--- src/sv/ssd_pkg.sv ---
// Shared types and constants for the sensor settling detector.
package ssd_pkg;

    // Default geometry
    localparam int DEF_WINDOW     = 16;
    localparam int DEF_ANGLE_BITS = 12;

    // Fixed field widths
    localparam int ANGLE_IN_W = 12;
    localparam int SETTLED_W  = 12;
    localparam int INDEX_W    = 8;
    localparam int TOL_W      = 12;
    localparam int PTS_W      = 8;
    localparam int CFG_IDX_W  = 8;
    localparam int CFG_DATA_W = 12;

    // Register reset values
    localparam logic [TOL_W-1:0] TOL_RESET = TOL_W'(3);
    localparam logic [PTS_W-1:0] PTS_RESET = PTS_W'(64);

    // Register indexes
    localparam logic [CFG_IDX_W-1:0] REG_TOLERANCE     = CFG_IDX_W'(0);
    localparam logic [CFG_IDX_W-1:0] REG_POINTS_WANTED = CFG_IDX_W'(1);

    // Run phase, one-hot
    typedef enum logic [3:0] {
        ST_WAIT = 4'b0001,
        ST_FILL = 4'b0010,
        ST_CMP  = 4'b0100,
        ST_DONE = 4'b1000
    } phase_t;

    // Window control from the sequencer
    typedef struct packed {
        logic clear;   // trigger: empty the running sum
        logic fill;    // sample in fill phase: shift in, add
        logic slide;   // unsettled sample: shift in, add new, drop oldest
    } win_ctl_t;

endpackage

--- src/sv/sensor_settling_detector.sv ---
// Top level of the sensor settling detector: sequencer, registers, result stage.
//
//  channel | dir | transfer when          | carries
//  --------+-----+------------------------+---------------------------------------
//  s_      | in  | s_tvalid & s_tready    | tuser: mode; tdata: angle
//  m_      | out | m_tvalid & m_tready    | tdata: settled_angle, point_index; tlast
//  cfg_    | in  | cfg_valid & cfg_ready  | cfg_index, cfg_data
//
//  One input transfer per cycle while s_tready is high; a settled result appears on m_ the cycle after
//  the settling sample. The window average is registered at the same edge as
//  each sum update (reciprocal multiply on the new sum), ready for the next sample.
//  Reset is synchronous, active low; it clears phase, sum and counts and loads the registers with their reset values.
//  s_tready drops only while a result is held and m_tready is low.
//  cfg_ready is always high.
module sensor_settling_detector
    import ssd_pkg::*;
#(
    parameter int WINDOW     = DEF_WINDOW,
    parameter int ANGLE_BITS = DEF_ANGLE_BITS
) (
    input  logic                  aclk,
    input  logic                  aresetn,
    // sample / trigger stream
    input  logic                  s_tvalid,
    output logic                  s_tready,
    input  logic [15:0]           s_tdata,    // [11:0] angle, [15:12] zero
    input  logic [0:0]            s_tuser,    // [0] mode
    // settled points
    output logic                  m_tvalid,
    input  logic                  m_tready,
    output logic [23:0]           m_tdata,    // [11:0] settled_angle, [19:12] point_index
    output logic                  m_tlast,    // last_point
    // register writes
    input  logic                  cfg_valid,
    output logic                  cfg_ready,
    input  logic [CFG_IDX_W-1:0]  cfg_index,
    input  logic [CFG_DATA_W-1:0] cfg_data
);

    localparam int FILL_W = $clog2(WINDOW + 1);
    localparam int CMP_W  = (ANGLE_BITS > TOL_W) ? ANGLE_BITS : TOL_W;
    localparam logic [FILL_W-1:0] FILL_FULL = FILL_W'(WINDOW);

    // configuration registers
    logic [TOL_W-1:0] tol_reg;
    logic [PTS_W-1:0] pts_wanted_reg;

    assign cfg_ready = 1'b1;

    always_ff @(posedge aclk) begin
        if (!aresetn) begin
            tol_reg        <= TOL_RESET;
            pts_wanted_reg <= PTS_RESET;
        end else if (cfg_valid && cfg_ready) begin
            unique case (cfg_index)
                REG_TOLERANCE:     tol_reg        <= cfg_data;
                REG_POINTS_WANTED: pts_wanted_reg <= cfg_data[PTS_W-1:0];
                default: ;  // unknown index, write dropped
            endcase
        end
    end

    // input decode
    logic                  accept;
    logic                  is_sample;
    logic [ANGLE_BITS-1:0] angle;

    assign accept    = s_tvalid && s_tready;
    assign is_sample = s_tuser[0];
    assign angle     = ANGLE_BITS'(s_tdata[ANGLE_IN_W-1:0]);

    // sequencer state
    phase_t            state_reg, state_next;
    logic [FILL_W-1:0] fill_reg, fill_next;
    logic [PTS_W-1:0]  done_reg, done_next;

    // result register
    logic                 out_valid_reg;
    logic [SETTLED_W-1:0] out_angle_reg;
    logic [INDEX_W-1:0]   out_index_reg;
    logic                 out_last_reg;

    win_ctl_t              ctl;
    logic [ANGLE_BITS-1:0] avg;
    logic [ANGLE_BITS-1:0] diff;
    logic                  in_tol;
    logic [PTS_W-1:0]      done_inc;
    logic                  hit;

    ssd_window #(
        .WINDOW     (WINDOW),
        .ANGLE_BITS (ANGLE_BITS)
    ) u_window (
        .aclk    (aclk),
        .aresetn (aresetn),
        .ctl     (ctl),
        .angle   (angle),
        .avg     (avg)
    );

    // settling test against the registered average
    assign diff     = (angle >= avg) ? (angle - avg) : (avg - angle);
    assign in_tol   = CMP_W'(diff) <= CMP_W'(tol_reg);
    assign done_inc = done_reg + PTS_W'(1);

    always_comb begin
        state_next = state_reg;
        fill_next  = fill_reg;
        done_next  = done_reg;
        ctl        = '0;
        hit        = 1'b0;
        if (accept) begin
            unique case (state_reg)
                ST_WAIT: begin
                    if (!is_sample) begin
                        state_next = ST_FILL;
                        fill_next  = '0;
                        ctl.clear  = 1'b1;
                    end
                end
                ST_FILL: begin
                    if (is_sample) begin
                        ctl.fill  = 1'b1;
                        fill_next = fill_reg + FILL_W'(1);
                        if (fill_next == FILL_FULL) begin
                            state_next = ST_CMP;
                        end
                    end
                end
                ST_CMP: begin
                    if (is_sample) begin
                        if (in_tol) begin
                            hit        = 1'b1;
                            done_next  = done_inc;
                            fill_next  = '0;
                            state_next = (done_inc == pts_wanted_reg) ? ST_DONE : ST_WAIT;
                        end else begin
                            ctl.slide = 1'b1;
                        end
                    end
                end
                ST_DONE: ;  // everything ignored until reset
                default: state_next = ST_WAIT;
            endcase
        end
    end

    always_ff @(posedge aclk) begin
        if (!aresetn) begin
            state_reg <= ST_WAIT;
            fill_reg  <= '0;
            done_reg  <= '0;
        end else begin
            state_reg <= state_next;
            fill_reg  <= fill_next;
            done_reg  <= done_next;
        end
    end

    // result stage: holds a point until the downstream transfer
    assign s_tready = !out_valid_reg || m_tready;

    always_ff @(posedge aclk) begin
        if (!aresetn) begin
            out_valid_reg <= 1'b0;
        end else if (hit) begin
            out_valid_reg <= 1'b1;
        end else if (m_tready) begin
            out_valid_reg <= 1'b0;
        end
    end

    always_ff @(posedge aclk) begin
        if (hit) begin
            out_angle_reg <= SETTLED_W'(avg);
            out_index_reg <= done_reg;
            out_last_reg  <= (done_inc == pts_wanted_reg);
        end
    end

    assign m_tvalid = out_valid_reg;
    assign m_tdata  = {4'b0, out_index_reg, out_angle_reg};
    assign m_tlast  = out_last_reg;

    // a fresh result only ever comes from the comparing phase
    assert property (@(posedge aclk) disable iff (!aresetn)
        $rose(m_tvalid) |-> $past(state_reg == ST_CMP))
        else $error("result raised outside comparing phase");

    // a final point leaves the block stopped
    assert property (@(posedge aclk) disable iff (!aresetn)
        (m_tvalid && m_tlast) |-> (state_reg == ST_DONE))
        else $error("last point shown but block not stopped");

    // fill count stays in range of the window
    assert property (@(posedge aclk) disable iff (!aresetn)
        (state_reg == ST_FILL) |-> (fill_reg < FILL_FULL))
        else $error("fill phase with full window");

    // a held result blocks new input
    assert property (@(posedge aclk) disable iff (!aresetn)
        (m_tvalid && !m_tready) |-> !s_tready)
        else $error("input taken while result stalled");

endmodule

--- src/sv/ssd_window.sv ---
// Sample window shift line, running sum and registered rounded average.
module ssd_window
    import ssd_pkg::*;
#(
    parameter int WINDOW     = DEF_WINDOW,
    parameter int ANGLE_BITS = DEF_ANGLE_BITS
) (
    input  logic                  aclk,
    input  logic                  aresetn,
    input  win_ctl_t              ctl,
    input  logic [ANGLE_BITS-1:0] angle,
    output logic [ANGLE_BITS-1:0] avg
);

    localparam int LOG_W  = $clog2(WINDOW);
    localparam int SUM_W  = ANGLE_BITS + LOG_W;
    localparam int SHIFT  = SUM_W + LOG_W;
    localparam int MUL_W  = SUM_W + 1;
    localparam longint unsigned RECIP = ((64'd1 << SHIFT) + WINDOW - 1) / WINDOW;
    localparam logic [MUL_W-1:0] RECIP_C = MUL_W'(RECIP);
    localparam logic [SUM_W-1:0] HALF    = SUM_W'(WINDOW / 2);

    logic [ANGLE_BITS-1:0] win_reg [WINDOW];
    logic [SUM_W-1:0]      sum_reg, sum_next;
    logic [SUM_W-1:0]      biased;
    logic [SUM_W+MUL_W-1:0] prod;
    logic [ANGLE_BITS-1:0] avg_reg, avg_next;

    always_comb begin
        sum_next = sum_reg;
        if (ctl.clear) begin
            sum_next = '0;
        end else if (ctl.fill) begin
            sum_next = sum_reg + SUM_W'(angle);
        end else if (ctl.slide) begin
            sum_next = sum_reg + SUM_W'(angle) - SUM_W'(win_reg[0]);
        end
    end

    // divide by WINDOW via exact reciprocal multiply
    assign biased   = sum_next + HALF;
    assign prod     = (SUM_W+MUL_W)'(biased) * (SUM_W+MUL_W)'(RECIP_C);
    assign avg_next = ANGLE_BITS'(prod >> SHIFT);

    always_ff @(posedge aclk) begin
        if (!aresetn) begin
            sum_reg <= '0;
            avg_reg <= '0;
        end else begin
            sum_reg <= sum_next;
            avg_reg <= avg_next;
        end
    end

    // oldest sample at entry 0
    always_ff @(posedge aclk) begin
        if (ctl.fill || ctl.slide) begin
            for (int i = 0; i < WINDOW - 1; i++) begin
                win_reg[i] <= win_reg[i+1];
            end
            win_reg[WINDOW-1] <= angle;
        end
    end

    assign avg = avg_reg;

endmodule

--- config.mk ---
export PLATFORM = sky130hd
export DESIGN_NAME = sensor_settling_detector
export DESIGN_NICKNAME = d
export VERILOG_FILES = /design/src/sv/ssd_pkg.sv /design/src/sv/sensor_settling_detector.sv /design/src/sv/ssd_window.sv
export SDC_FILE = /design/constraint.sdc
export NUM_CORES = 1
export LEC_CHECK = 0
export BUFFER_PORTS_ARGS = -buffer_cell sky130_fd_sc_hd__buf_2
export CORE_ASPECT_RATIO = 1.75
export CORE_MARGIN = 3
export CORE_UTILIZATION = 25
export CTS_CLUSTER_DIAMETER = 40
export DETAILED_ROUTE_END_ITERATION = 8
export PLACE_DENSITY = 0.36
export SLEW_MARGIN = 20
export SYNTH_ARGS = -nofsm -noshare
export SYNTH_HDL_FRONTEND = slang
export SYNTH_SLANG_ARGS = --single-unit
--- constraint.sdc ---
create_clock -name aclk -period 10.9 [get_ports aclk]
set_clock_uncertainty 0.2 [all_clocks]
set_input_delay 2.18 -clock aclk [delete_from_list [all_inputs] [get_ports aclk]]
set_output_delay 2.18 -clock aclk [all_outputs]
set_load 0.1 [all_outputs]
==> results.json <==
{
  "coreArea_mm2": 0.0480,
  "min_from": "u_window.win_reg[2][6]",
  "grt_overflow": 0,
  "grt_max_degree": 118,
  "drt-total-wl_um": 29600,
  "clock_sinks": 279,
  "diodes": 0,
  "cts.repair.resized": 0,
  "yosys.area_share.simple_pct": 10.1,
  "dp_slack_ps": 1920,
  "setup_tns_ps": 0,
  "cts_buffer_depth": 3,
  "tightest_slew_ps": 971,
  "ant_nets": 0,
  "fillers": 5011,
  "synth-compound-area-share_pct": 10.2,
  "grt_pass1_vias": 7756,
  "synth_flop_cell": "edfxtp_1",
  "synth_edf_count": 213,
  "timing.max_cap.violations": 0,
  "crit_path_end_kind": "flip-flop",
  "hold_path.class": "reg -> reg",
  "clock-root-buffer": "clkbuf_16",
  "p_per_area_mw_per_mm2": 171,
  "worst_path_max_delay_cell": "a221oi_1",
  "io_pins": 70,
  "fp.dieH_um": 298,
  "synth_seq_cells": 279,
  "cp.arrival_ps": 8540,
  "viasPerCell": 4.31,
  "period_needed_ps": 8370,
  "fin_nets": 1130,
  "p_leak_uw": 0.00542,
  "startpoint": "s_tdata[0]",
  "path_delay_family": "compound AO/OA/AOI/OAI gates",
  "clkSlewWorstSetupHoldPaths_ps": 60,
  "io_buffer_count": 60,
  "hold_viol": 0,
  "cp_data_required_time_ps": 11080,
  "path_buf_inv": 4,
  "path_class": "in -> reg",
  "clk_latency_ps": 530,
  "num_rows": 106,
  "synth_adder_area_share_pct": 7.01,
  "fp.dieW_um": 173,
  "synth_area_per_cell_um2": 13.1,
  "detailed_place_hpwl_um": 20500,
  "synth_top_family_by_area": "compound AO/OA/AOI/OAI gates",
  "drive_gt1_share_pct": 15.1,
  "reg2reg_from": "u_window.avg[0]",
  "ys_types": 81,
  "status": "completed",
  "dieArea_mm2": 0.0516,
  "largest_register_ffs": 192,
  "synth-warning-count": 0,
  "critPathMaxStageDelay_ps": 520,
  "area_growth_pct": 18.9,
  "htreeDepth": 2,
  "antenna_found_initial": 0,
  "routedWlPerCell_um": 17.4,
  "ir_worst_vdd_uv": 102,
  "startpoint_type": "input port",
  "grt_first_pass_wirelength_um": 45500,
  "synth_area_mm2": 0.0122,
  "max_freq_mhz": 119,
  "postSynthCellCount": 933,
  "cts_setup_buffers": 0,
  "initial_core_util_pct": 25.4,
  "postCtsHoldBufs": 0,
  "timing.final.crit_share_pct": 76.8,
  "slew_headroom_pct": 35.1,
  "cts_tree": "yes",
  "grtUsageTotal_pct": 11.4,
  "async_flop_share_pct": 0,
  "drc_errors": 0,
  "synth_xor_area_share_pct": 3.87,
  "rsz0062_at_grt": "false",
  "cts_buffers": 39,
  "setup_viol": 0,
  "detail_route.iter0.violations": 302,
  "synth_mux_area_share_pct": 2.66,
  "via_count": 7326,
  "drv_slew": 0,
  "ys_seq_area_share_pct": 63.2,
  "critPathMaxFanout": 12,
  "worst_slack_ps": 2530,
  "place_congestion": 0.783,
  "dr.pass1.iters": 4
}
[layer usage]
metal	wire (um)	global-route usage [%]	share of wire [%]	vias up
met5	0	0	0	-
met4	1250	5.55	4.2	0
met3	986	1.78	3.3	58
met2	15900	21.6	54	135
met1	11400	12.3	39	3522
li1	-	-	-	3611
[cell usage in the layout (no fill, tap or decap), types with 8 or more instances in the layout]
master / synthesis / final
dfxtp_1: 66 / 66
ha_1: 62 / 62
nand3_1: 15 / 15
o21a_1: 8 / 8
buf_2: 5 / 60
nor3_1: 13 / 13
inv_1: 61 / 60
buf_4: 6 / 8
nor2_1: 83 / 83
nand4_1: 10 / 10
a21oi_1: 51 / 51
clkbuf_16: 0 / 39
nor2b_1: 10 / 10
edfxtp_1: 213 / 213
clkinv_2: 0 / 8
xor2_1: 18 / 18
and2_1: 11 / 11
nand2_1: 48 / 48
a21o_1: 23 / 23
mux2i_1: 28 / 28
xnor2_1: 36 / 36
inv_6: 0 / 8
o211ai_1: 9 / 9
o21ai_0: 24 / 24
[per-stage QoR]
stage,instance area (um2),util (%),std cells,hold WS (ps),total power [uW]
finish,14500,30.2,1699,210,2490
floorplan,12200,-,936,200,1250
CTS,14500,30.2,1699,214,2540
global route,14500,30.2,1699,211,2590
detailed placement,13300,27.7,1629,205,1290
global placement,13300,27.7,1629,200,1290
[cell usage after synthesis (4+ instances only)]
| library cell | n | share of area, % |
|---|---|---|
| nor2b_1 | 10 | 0.51 |
| nor3_1 | 13 | 0.53 |
| buf_2 | 5 | 0.20 |
| and2_1 | 11 | 0.56 |
| nand3_1 | 15 | 0.61 |
| and3_1 | 6 | 0.31 |
| nand2_1 | 48 | 1.5 |
| o21ai_0 | 24 | 0.98 |
| dfxtp_1 | 66 | 11 |
| xor2_1 | 18 | 1.3 |
| nand4_1 | 10 | 0.51 |
| buf_4 | 6 | 0.37 |
| a21o_1 | 23 | 1.4 |
| a221oi_1 | 5 | 0.36 |
| edfxtp_1 | 213 | 52 |
| clkbuf_1 | 10 | 0.31 |
| o21bai_1 | 6 | 0.37 |
| xnor2_1 | 36 | 2.6 |
| o211ai_1 | 9 | 0.55 |
| o21a_1 | 8 | 0.49 |
| fa_1 | 4 | 0.66 |
| nor4_1 | 4 | 0.20 |
| nor2_1 | 83 | 2.6 |
| inv_1 | 61 | 1.9 |
| nand2b_1 | 6 | 0.31 |
| or3_1 | 4 | 0.20 |
| a21oi_1 | 51 | 2.1 |
| a211oi_1 | 5 | 0.31 |
| ha_1 | 62 | 6.4 |
| or2_2 | 4 | 0.20 |
| mux2i_1 | 28 | 2.3 |
[final cells by class]
| class | count | area (um2) | share of cell area, % |
|---|---|---|---|
| multi-input cells | 572 | 4150 | 28.6 |
| clock inverters | 29 | 263 | 1.81 |
| flip-flops and latches | 279 | 7720 | 53.1 |
| clock buffers | 41 | 983 | 6.77 |
| inverters | 62 | 240 | 1.65 |
| well taps | 648 | 811 | 5.58 |
| repair buffers | 68 | 360 | 2.48 |
[worst register-to-register path, delay by kind of cell (launching register included)]
family	cells	cell delay, ps
AOI/OAI and AO/OA	15	3290
adders and majority gates	4	1130
and+or+nand+nor	4	1100
DFF	1	370
buffers and inverters	2	290
muxes	1	210
xor gates and xnor gates	1	150
[final timing paths]
kind,endpoint,slack [ps],depth (start not counted)
worst max-delay path,u_window.avg[11],2530,29
worst min-delay path,u_window.win_reg[1][18],210,0
worst max register to register,u_window.avg[11],4000,27
worst min register to register,u_window.win_reg[1][18],210,0
[cell families (layout without fill, tap and decap cells)]
group	count (synthesis)	in the layout
buffers and inverters	85	200
DFF	279	279
and+or+nand+nor	237	237
muxes	31	31
xor gates and xnor gates	54	54
adders and majority gates	66	66
other	2	5
AOI/OAI and AO/OA	179	179
[power breakdown]
part           switching [uW]  internal, uW  total [uW]
sequential               2.57          1140        1140
combinational            82.5          44.8         127
clock                     502           718        1220
Power figures use the tool's default switching activity.
